**config.mk**
```make
export PLATFORM = sky130hd
export DESIGN_NAME = bptc_csr
export DESIGN_NICKNAME = d
export VERILOG_FILES = /design/src/hdl/bptc_pkg.sv /design/src/hdl/bptc_csr.sv
export SDC_FILE = /design/constraint.sdc
export NUM_CORES = 1
export LEC_CHECK = 0
export CORE_UTILIZATION = 25
export DETAILED_ROUTE_END_ITERATION = 7
export DONT_BUFFER_PORTS = 1
export HOLD_SLACK_MARGIN = 0.02
export PLACE_DENSITY = 0.48
export SYNTH_ARGS = -nofsm -noshare
export SYNTH_HDL_FRONTEND = slang
export SYNTH_SLANG_ARGS = --single-unit
```
**constraint.sdc**
```tcl
create_clock -name clock -period 2.3 [get_ports clock]
set_input_delay 0.23 -clock clock [delete_from_list [all_inputs] [get_ports clock]]
set_output_delay 0.23 -clock clock [all_outputs]
set_load 0.03 [all_outputs]
```
**src/hdl/bptc_pkg.sv**
```systemverilog
// Shared types and constants for the barometer compensation pipeline.
// No dependencies; used by bptc_csr and baro_pressure_temp_compensation.
`timescale 1ns / 1ps
`default_nettype none

package bptc_pkg;

   // Calibration register file
   localparam int CSR_IDX_W = 3;
   localparam int CAL_W     = 16;

   typedef enum logic [CSR_IDX_W-1:0] {
      CSR_PRESS_SENS = 3'd0,
      CSR_PRESS_OFF  = 3'd1,
      CSR_SENS_TC    = 3'd2,
      CSR_OFF_TC     = 3'd3,
      CSR_REF_TEMP   = 3'd4,
      CSR_TEMP_TC    = 3'd5
   } csr_idx_type;

   typedef struct packed {
      logic [CAL_W-1:0] pressure_sensitivity;
      logic [CAL_W-1:0] pressure_offset;
      logic [CAL_W-1:0] sens_temp_coef;
      logic [CAL_W-1:0] offset_temp_coef;
      logic [CAL_W-1:0] reference_temp;
      logic [CAL_W-1:0] temp_coef;
   } cal_type;

   // Register stages from accepted word to result strobe
   localparam int LATENCY = 10;

   // Temperature breakpoints, as offsets and limits in 0.01 C
   localparam logic signed [18:0] TEMP_REF       = 19'sd2000;
   localparam logic signed [19:0] VERY_COLD_BIAS = 20'sd3500;
   localparam logic signed [18:0] TEMP_LO_LIMIT  = -19'sd4000;
   localparam logic signed [18:0] TEMP_HI_LIMIT  = 19'sd8500;

   // Pressure limits in 0.01 mbar
   localparam logic signed [28:0] PRESS_LO_LIMIT = 29'sd1000;
   localparam logic signed [28:0] PRESS_HI_LIMIT = 29'sd120000;

endpackage

`default_nettype wire

```
**src/hdl/bptc_csr.sv**
```systemverilog
// Calibration register file: six 16-bit words written over the csr channel.
// Depends on bptc_pkg (cal_type, csr_idx_type).
`timescale 1ns / 1ps
`default_nettype none

module bptc_csr (
   input  wire logic                             clock,
   input  wire logic                             reset,
   input  wire logic                             csr_valid,
   output logic                                  csr_ready,
   input  wire logic [bptc_pkg::CSR_IDX_W-1:0]   csr_index,
   input  wire logic [bptc_pkg::CAL_W-1:0]       csr_data,
   output bptc_pkg::cal_type                     cal
);

   bptc_pkg::cal_type cal_ff;
   bptc_pkg::cal_type cal_in;

   // Always ready outside reset
   assign csr_ready = ~reset;

   // Decode the write; unknown indexes are dropped
   always_comb begin
      cal_in = cal_ff;
      if (csr_valid && csr_ready) begin
         case (csr_index)
            bptc_pkg::CSR_PRESS_SENS: cal_in.pressure_sensitivity = csr_data;
            bptc_pkg::CSR_PRESS_OFF:  cal_in.pressure_offset      = csr_data;
            bptc_pkg::CSR_SENS_TC:    cal_in.sens_temp_coef       = csr_data;
            bptc_pkg::CSR_OFF_TC:     cal_in.offset_temp_coef     = csr_data;
            bptc_pkg::CSR_REF_TEMP:   cal_in.reference_temp       = csr_data;
            bptc_pkg::CSR_TEMP_TC:    cal_in.temp_coef            = csr_data;
            default:                  cal_in = cal_ff;
         endcase
      end
   end

   always_ff @(posedge clock) begin
      if (reset) begin
         cal_ff <= '0;
      end else begin
         cal_ff <= cal_in;
      end
   end

   assign cal = cal_ff;

endmodule

`default_nettype wire

```
# Word level (Yosys, flattened, before mapping)
# Index checks and enable logic that the tools add are counted.
# word_totals
register_bits	96
out_inout_bits	97
wordCells	20
# op_classes
eq_ne	5
bitwise	1
n_reduce_logical	8
# ops
operator	count
2-bit AND reduction	6
3-bit by 2-bit equality test with 1-bit output (second input constant)	2
3-bit equality test (second input constant)	2
3-bit by 1-bit equality test with 1-bit output (second input constant)	1
3-bit zero test	1
1-bit logical AND	1
1-bit NOT	1

# Longest topological paths before layout
# Gate-level depths: netlist of run 1.
# logic_depth
depth_word	3
mapped_depth	7

# Worst setup path after synthesis of run 1
# No wires, ideal clock.
# synth_path
kind	input port to flip-flop
start	input reset
end	register cal_ff (netlist bit cal[71])
setup_ns	0.062
t_arrival_ns	1.351
t_required_ns	2.238
setup_slack_ns	0.887
stages	6
path_buffers	3
cell_sequence	buf_2 inv_1 buf_2 buf_1 o211ai_1 nand2_1
# synth_between
elab_chain_cells	3
# synth_rtl
element	line_no	rtl
start, declared	bptc_csr.sv:8	input wire logic reset,
1-bit NOT	bptc_csr.sv:20	assign csr_ready = ~reset;
net csr_ready	bptc_csr.sv:10	output logic csr_ready,
1-bit logical AND	bptc_csr.sv:25	if (csr_valid && csr_ready) begin
2-bit AND reduction (no source line)	--	
end signal, assigned	bptc_csr.sv:42	cal_ff <= cal_in;
end, declared	bptc_csr.sv:16	bptc_pkg::cal_type cal_ff;
# The timed path passes the listed nets, and every way through them passes these cells.
# A chain may end at the register's enable or synchronous reset.

# Worst setup path in the final report of run 1
# layout_path
start	input csr_index[1] (netlist name)
end	register cal_ff (netlist bit cal[18])
# layout_between
elab_chain_cells	2
# layout_rtl
element	line_no	rtl
start, declared	bptc_csr.sv:11	input wire logic [bptc_pkg::CSR_IDX_W-1:0] csr_index,
3-bit equality test	bptc_csr.sv:26	case (csr_index)
2-bit AND reduction (no source line)	--	
# Every way passes these cells.

==> results.toml, run 1 <==
[synth]
ys_ff_latch = 96
syn_inst = 411
synth_top_area_share_pct = 51.0
syn_nets = 433
synth_cell_type_count = 25
synth_area_leaders = "dfxtp_1 (51%), nand3_1 (8.5%), and3_1 (5.3%)"
avgSynthCellArea_um2 = 9.16
synth_area_um2 = 3770
ys_warn_count = 0
synth.largest_area_cell = "dfxtp_1"
seq_area_frac_synth_pct = 51.0

[sta]
slew_headroom_pct = 33.0
finalCritPeriodShare_pct = 69.4
setup-tns-final_ns = 0
slew_viol_final = 0
hold_viol_final = 0
report.final.setup_viol = 0
finalWorstPathRequiredPeriod_ns = 1.60
max_freq_mhz = 626
rsz0062_at_grt = "false"
tightest_slew_ns = 1.00
clock_skew_ns = 0
setup_slack_ns = 0.704

[route]
vias_per_cell = 5.46
post_drt_wl_per_cell_um = 24.2
drt_iter0_markers = 228
drt-pass1-iter-count = 5
vias = 3226
totalWireLength_um = 14300
ant_nets = 0
drc = 0

[placement]
place.gp.congestion = 0.729
place_area_um2 = 3840
dp_hpwl_um = 8270
dp_slack_ns = 0.793
port-buffer-count = 0

[setup_path]
cp.arrival_ns = 1.89
crit_start = "csr_index[1]"
ff2ff_path_depth = 3
worst-path-max-fanout = 36
reg2reg_to = "cal[18]"
start_kind = "input port"
critPathKind = "input port to flip-flop"
r2r-start = "cal[18]"
cp.required_ns = 2.60
endpoint_kind = "flip-flop"
rrSetupSlack_ns = 0.88

[power_and_ir_drop]
p_per_area_nw_per_um2 = 807
clkPwrFrac_pct = 43.6
p_sw_share_pct = 24.5
combinationalPowerShare_pct = 5.9
switchingPower_uw = 863
power_frac_seq_pct = 50.5
max-vdd-ir-drop_mv = 0.317
leakage_uw = 0.00175
p_int_uw = 2660
power_uw = 3520

[clock_tree]
worst_setup_hold_path_clk_slew_ns = 0.07
post-cts-setup-buffer-count = 0
cts_root_buffer = "clkbuf_16"
insertion_delay_ns = 0.34
h-tree-depth = 3
cts_tree = "built"
clockBufferDepth = 2
cts_sinks = 96
cts_made_buffers = 9

[min_path]
hp-class = "input port to flip-flop"
holdCritStartpoint = "csr_data[12]"
holdPathEnd = "cal[92]"
hold_path_depth = 2

[global_route]
gr-total-overflow = 0
grt_max_degree = 38
grt_pass1_wl_um = 21100
track_usage_pct = 18.5
grt_pass1_vias = 3063
antenna_found_initial = 1

[finish]
layout-drive-gt1-share_pct = 14.0
final_cell_area_um2 = 4360
fin_util_pct = 29.9
nFillCells = 1488
largest_register_ff_count = 96
antenna_cells = 0
area_growth_pct = 15.9
fin_nets = 424

[floorplan]
initial_core_util_pct = 25.8
die_w_um = 125
fp.dieArea_um2 = 15600
coreArea_um2 = 14600
ioPinCount = 119
die_h_um = 125
rows = 44

[job]
max_cap_violations = 0

[run_status]
status = "finished, final reports clean"
## layout by cell type (no fill, tap or decap), drive strengths merged
cell type / instances
and3: 32
inv: 2
or3b: 1
buf: 7
dfxtp: 96
nor2b: 1
clkinv: 2
nand3b: 1
a21oi: 32
nand2: 34
nor2: 1
o211ai: 32
nand3: 64
and3b: 1
and4bb: 1
bufinv: 1
o21ai: 32
nor3b: 1
dlygate4sd3: 20
clkbuf: 13
nand4bb: 1
a31o: 32
## cells by family (layout without fill, tap and decap cells)
kind of cell | Yosys count | in the layout | share of synthesized area [%]
simple gates | 138 | 138 | 19.5
compound gates | 128 | 128 | 23.7
buf+inv | 49 | 45 | 5.85
flops | 96 | 96 | 51.0
## critical path, cell delays in order
cell           delay (ns)
and4bb_2             0.78
nand3_1              0.16
a21oi_1              0.16
dlygate4sd3_1        0.55
## how the worst max path moves through the flow
stage	to	slack, ns	depth (start not counted)
6_report	cal[18]	0.70	4
5_1_grt	cal[8]	0.60	4
4_1_cts	cal[8]	0.73	4
3_5_place_dp	cal[78]	0.79	3
3_3_place_gp	cal[84]	0.84	3
2_1_floorplan	cal[71]	0.89	6
## power groups by stage
stage	clock, µW	sequential (µW)	combinational (µW)
6_report	1540	1780	207
5_1_grt	1650	1780	222
4_1_cts	1580	1780	208
3_5_place_dp	0	1820	137
3_3_place_gp	0	1820	132
2_1_floorplan	0	1810	136
## layout make-up
cell class / instances / area, µm² / share of cell area [%]
Clock inverter: 3 / 40.0 / 0.917
Timing Repair Buffer: 27 / 278 / 6.36
Clock buffer: 13 / 260 / 5.96
Inverter: 2 / 7.51 / 0.172
Multi-Input combinational cell: 266 / 1630 / 37.3
Tap cell: 184 / 230 / 5.28
Sequential cell: 96 / 1920 / 44.0
## synth_stat cells
| master | n |
|---|---|
| and4bb_2 | 1 |
| buf_2 | 17 |
| buf_6 | 2 |
| dfxtp_1 | 96 |
| nand3b_1 | 1 |
| or3b_1 | 1 |
| nor2_1 | 1 |
| nor3b_4 | 1 |
| nand4bb_1 | 1 |
| and3_1 | 32 |
| nand3_1 | 64 |
| clkbuf_1 | 26 |
| o211ai_2 | 10 |
| inv_1 | 2 |
| a31o_1 | 13 |
| buf_1 | 2 |
| o21ai_1 | 5 |
| nand2_1 | 32 |
| o211ai_1 | 22 |
| a31o_2 | 19 |
| nand2_2 | 2 |
| nor2b_2 | 1 |
| o21ai_0 | 27 |
| and3b_1 | 1 |
| a21oi_1 | 32 |
## stage by stage
step | hold slack (ns) | std cells
final | 0.0299 | 591
after global routing | 0.0314 | 591
after CTS | 0.0211 | 591
after detailed placement | 0.306 | 554
after global placement | 0.303 | 554
after floorplan | 0.353 | 411
## timing repair
| action | CTS | global route |
|---|---|---|
| hold buffers | 21 | 0 |
| resized for setup | 0 | 0 |
| setup endpoints to repair | 0 | 0 |
| endpoints found under the hold margin | 63 | 0 |
## layer usage
layer | GRT usage (%) | up-vias | part of all wire, %
li1 | - | 1494 | -
met1 | 23.2 | 1583 | 42
met2 | 28.2 | 126 | 46
met3 | 6.57 | 23 | 8.4
met4 | 8.36 | 0 | 3.1
met5 | 0 | - | 0
(Power assumes the default switching activity.)
==> run 2: changes to the inputs <==
Settings changed: ABC_AREA set to 1.
Clock period 2.3 ns to 1.5 ns, I/O delays scaled along.
==> run 2 against run 1 <==
Worst setup slack worse by 0.25 ns. Critical endpoint is now cal[87]. Via count up 1.5%. Critical path depth down 4. Sequential power up 54%. Critical path type is now flip-flop to primary output.
==> results.toml, run 2 <==
[run_status]
status = "finished, final reports clean"

[synth]
syn_nets = 572
synth_edf_count = 0
ys_dominant_reg_cell = "dfxtp_1"
synth_area_leaders = "dfxtp_1 (49%), nor2_1 (17%), nand2_1 (13%)"
seq_area_frac_synth_pct = 49.5
syn_inst = 550
synth_area_um2 = 3880
synth-async-reset-ratio_pct = 0
avgSynthCellArea_um2 = 7.06
yosysMostFrequentCell = "nor2_1"
synthTopCellsByCount = "nor2_1 (176), nand2_1 (131), dfxtp_1 (96), nand3_1 (64), inv_1 (20)"
ys_ff_latch = 96
ys_warn_count = 0
synth.largest_area_cell = "dfxtp_1"
synth_top_area_share_pct = 49.5
synth_cell_type_count = 16

[clock_tree]
h-tree-depth = 3
post-cts-setup-buffer-count = 0
cts_made_buffers = 9
cts_resized = 0
insertion_delay_ns = 0.34
clockBufferDepth = 2
cts_tree = "built"
holdBufCountCts = 0
cts_root_buffer = "clkbuf_16"
cts_sinks = 96
worst_setup_hold_path_clk_slew_ns = 0.07

[finish]
layout-drive-gt1-share_pct = 6.85
antenna_cells = 0
largest_register_ff_count = 96
final_cell_mix = "nor2_1 (176), nand2_1 (131), dfxtp_1 (96)"
fin_nets = 557
area_growth_pct = 11.8
layout_commonest_cell = "nor2_1"

[sta]
rsz0062_at_grt = "false"
hold_viol_final = 0
report.final.setup_viol = 0
slew_viol_final = 0
tightest_slew_ns = 0.493
max_freq_mhz = 952
slew_headroom_pct = 67.1
setup-tns-final_ns = 0
clock_skew_ns = 0
finalWorstPathRequiredPeriod_ns = 1.05
finalCritPeriodShare_pct = 70.0
setup_slack_ns = 0.450

[setup_path]
r2r-start = "cal[88]"
cp.required_ns = 1.35
cp.arrival_ns = 0.90
crit_start = "cal[87]"
critPathKind = "flip-flop to primary output"
rrSetupSlack_ns = 0.69
worst-path-max-fanout = 2
endpoint_kind = "primary output"
start_kind = "flip-flop"

[route]
top_layer = "met4"
post_drt_wl_per_cell_um = 16.6
vias_per_cell = 4.50
drc = 0
wl_met3_um = 1060
dr_wl_met2_um = 5450
drt-met1-wl_um = 5400
totalWireLength_um = 12100
drt-pass1-iter-count = 6
drt_iter0_markers = 188
vias = 3275
ant_nets = 0

[power_and_ir_drop]
power_frac_seq_pct = 48.4
p_per_area_nw_per_um2 = 1310
leakage_uw = 0.00177
clkPwrFrac_pct = 44.5
switchingPower_uw = 1460
p_int_uw = 4220
power_uw = 5680
max-vdd-ir-drop_mv = 0.476
p_sw_share_pct = 25.7
combinationalPowerShare_pct = 7.0

[floorplan]
ioPinCount = 119
coreArea_um2 = 15200
fp.dieArea_um2 = 16000
rows = 45
initial_core_util_pct = 25.5
die_h_um = 127
die_w_um = 127

[global_route]
antenna_found_initial = 0
gr-total-overflow = 0
grt_pass1_wl_um = 17900
track_usage_pct = 15.5
grt_max_degree = 98
grt_pass1_vias = 2933

[placement]
dp_slack_ns = 0.406
port-buffer-count = 0
place.gp.congestion = 0.737
dp_hpwl_um = 8100

[job]
max_cap_violations = 0

[min_path]
holdCritStartpoint = "csr_index[0]"
hp-class = "input port to flip-flop"
[run 2: cell count changes in the layout (fill, tap and decap cells not counted), sizes merged, moves of 16 or more]
cell and delta:
nand2 +98, and3 -32, o21ai -32, a21oi -16
dlygate4sd3 -20, inv +21, a31o -32, o211ai -32
nor2 +183
[run 2: per-layer routing]
metal  global-route usage (%)  up-vias
li1                         -     1671
met1                     19.5     1470
met2                     24.8      122
met3                     5.15       12
met4                     5.46        0
met5                        0        -
[run 2: power groups by stage]
stage / combinational [µW] / sequential [µW] / clock, µW
6_report: 399 / 2750 / 2530
2_1_floorplan: 293 / 2800 / 0
3_3_place_gp: 400 / 2810 / 0
4_1_cts: 407 / 2750 / 2610
3_5_place_dp: 407 / 2810 / 0
5_1_grt: 450 / 2760 / 2720
[run 2: final cells by class]
cell class	count	area [µm²]
Clock buffer	10	239
Clock inverter	6	91.3
Fill cell	1686	10900
Sequential cell	96	1920
Multi-Input combinational cell	398	1660
Inverter	23	87.6
Timing Repair Buffer	7	103
Tap cell	188	235
[run 2: logic make-up (layout without fill, tap and decap cells)]
logic type | after synthesis | in the layout | share of synthesized area (%)
buffers and inverters | 56 | 46 | 7.67
AO/OA/AOI/OAI | 16 | 16 | 2.06
AND/OR/NAND/NOR | 382 | 382 | 40.8
flip-flops | 96 | 96 | 49.5
[run 2: metrics by stage]
step	hold slack, ns	cells	area (µm²)	util, %
floorplan	0.375	550	3880	-
global placement	0.535	712	4010	26.4
detailed placement	0.535	712	4010	26.4
CTS	0.157	728	4340	28.6
global route	0.177	728	4340	28.6
finish	0.172	728	4340	28.6
[run 2: worst min-delay path: cells and delay by family]
kind,cells,cell delay [ns]
buf+inv,1,0.08
simple gates,4,0.25
[run 2: worst paths after layout]
check / endpoint / depth (start not counted)
hold reg to reg: cal[57] / 2
setup / recovery: cal[87] / 0
setup reg to reg: cal[88] / 2
hold / removal: cal[63] / 5
==> run 3: changes to the inputs <==
Settings changed: PLACE_DENSITY 0.48 to 0.5.
Clock period 1.5 ns to 0.9 ns, I/O delays scaled along.
==> run 3 against run 2 <==
The flow now finishes with violations (negative setup slack). Cell count up 16%. Clock power rose by 86%. Critical path depth up 1. First-iteration DRC count grew 46%. Largest cell class unchanged. Global-route usage rose by 0.15 points. Hold slack lost 0.073 ns. Largest power group is now clock. Flip-flop and latch count stayed put. Utilization is 10 points higher. Clock skew unchanged. Die area unchanged. Highest routed layer unchanged.
==> results.toml, run 3 (synthesis gave the netlist of run 2 again) <==
[sta]
max_freq_mhz = 1090
slew_headroom_pct = 63.0
rsz0062_at_grt = "true"
clock_skew_ns = 0
tightest_slew_ns = 0.555
hold_viol_final = 0
finalWorstPathRequiredPeriod_ns = 0.921
finalCritPeriodShare_pct = 102
report.final.setup_viol = 26
setup_slack_ns = -0.0214
slew_viol_final = 0

[setup_path]
endpoint_kind = "primary output"
cp.required_ns = 0.81
slowest_stage = "dfxtp_2"
rrSetupSlack_ns = 0.19
crit_chain = "buf_6"
worst-path-max-fanout = 2
critical-path-top-delay-family = "flip-flops"
start_kind = "flip-flop"
critPathKind = "flip-flop to primary output"
critPathMaxStageDelay_ns = 0.35
cp.arrival_ns = 0.83
critPathBufInv = 1

[finish]
final_cell_area_um2 = 5880
nFillCells = 1595
final_cell_mix = "nor2_1 (176), nand2_1 (131), dfxtp_2 (96), buf_6 (96), nand3_1 (64)"
largest_register_ff_count = 96
finalNonFillerCells = 847
antenna_cells = 0
layout-drive-gt1-share_pct = 38.1
layout_commonest_cell = "nor2_1"
fin_nets = 676
area_growth_pct = 51.4

[floorplan]
fp.dieArea_um2 = 16000
ioPinCount = 119
initial_core_util_pct = 25.5
die_h_um = 127
rows = 45
die_w_um = 127
coreArea_um2 = 15200

[route]
drt_iter0_markers = 275
totalWireLength_um = 12100
vias_per_cell = 4.41
drt-pass1-iter-count = 5
vias = 3734
drc = 0
ant_nets = 0
post_drt_wl_per_cell_um = 14.3

[clock_tree]
clockBufferDepth = 2
worst_setup_hold_path_clk_slew_ns = 0.07
h-tree-depth = 3
cts_sinks = 96
holdBufCountCts = 0
cts_tree = "built"
cts_root_buffer = "clkbuf_16"
cts_made_buffers = 9
insertion_delay_ns = 0.34

[power_and_ir_drop]
p_int_uw = 7870
leakage_uw = 0.00258
switchingPower_uw = 2410
combinationalPowerShare_pct = 11.1
p_sw_share_pct = 23.5
max-vdd-ir-drop_mv = 0.898
clkPwrFrac_pct = 45.8
p_per_area_nw_per_um2 = 1750
power_frac_seq_pct = 43.1

[min_path]
hp-class = "input port to flip-flop"

[placement]
place.gp.congestion = 0.759
dp_hpwl_um = 8290
port-buffer-count = 0
place_area_um2 = 4990
placed_cells = 825

[global_route]
antenna_found_initial = 0
gr-total-overflow = 0
grt_max_degree = 50
track_usage_pct = 15.7
grt_pass1_vias = 3360
grt_pass1_wl_um = 18700

[run_status]
violations = "negative setup slack"
status = "finished with violations"

[job]
max_cap_violations = 0
run 3: cell types whose count changed in the layout (fill, tap and decap cells not counted), sizes merged:
| cell | previous run | this run |
|---|---|---|
| buf | 7 | 126 |
| bufinv | 2 | 4 |
| clkbuf | 10 | 11 |
| clkinv | 1 | 0 |
| clkinvlp | 3 | 1 |
run 3: tightest hold or removal path: stages:
cell     delay, ns
inv_1         0.11
nand2_1       0.10
nand2_1       0.04
nor2_1        0.07
run 3: per-layer routing:
metal | vias to the layer above | share of wire [%] | track usage (%)
met5 | - | 0 | 0
met4 | 0 | 1.5 | 5.24
met3 | 12 | 7.1 | 4.85
met2 | 111 | 46 | 24.2
met1 | 1707 | 46 | 20.6
li1 | 1904 | - | -
run 3: per-stage QoR:
stage               total power [µW]  worst slack [ns]  util (%)  setup TNS (ns)  hold WS (ns)
finish                         10300           -0.0214      38.7          -0.162        0.0993
global route                   10700           -0.0592      38.7           -3.25         0.105
global placement                5570           -0.0490      32.8          -0.482         0.453
CTS                            10400           -0.0411      38.6           -1.74        0.0924
detailed placement              5590           -0.0407      32.8           -1.43         0.461
floorplan                       5150           0.00243         -               0         0.315
run 3: power groups by stage:
| stage | Combinational (µW) | Clock (µW) | Sequential, µW |
|---|---|---|---|
| final | 1140 | 4710 | 4430 |
| after global placement | 1080 | 0 | 4490 |
| after detailed placement | 1090 | 0 | 4490 |
| after global routing | 1250 | 5050 | 4430 |
| after floorplan | 489 | 0 | 4670 |
| after CTS | 1160 | 4850 | 4430 |
run 3: final cells by class:
class / count / area (µm²) / area share, %
sequential: 96 / 2040 / 34.7
multi-input combinational: 398 / 1660 / 28.3
timing repair buffer: 126 / 1480 / 25.2
clock buffer: 11 / 243 / 4.13
tap: 188 / 235 / 4.00
clock inverter: 5 / 128 / 2.17
inverter: 23 / 88.8 / 1.51
run 3: what timing repair did:
item | 4_1_cts | 5_1_grt
setup endpoints to repair | 96 | 96
setup buffers | 5 | 1
hold endpoints to repair | 0 | 0
resized for setup | 192 | 0
run 3: final timing paths:
| check | end | startpoint | cells after the start |
|---|---|---|---|
| max | cal[64] | cal[64] | 1 |
| min | cal[16] | csr_data[0] | 4 |
| max reg2reg | cal[37] | cal[37] | 3 |
| min reg2reg | cal[38] | cal[38] | 2 |
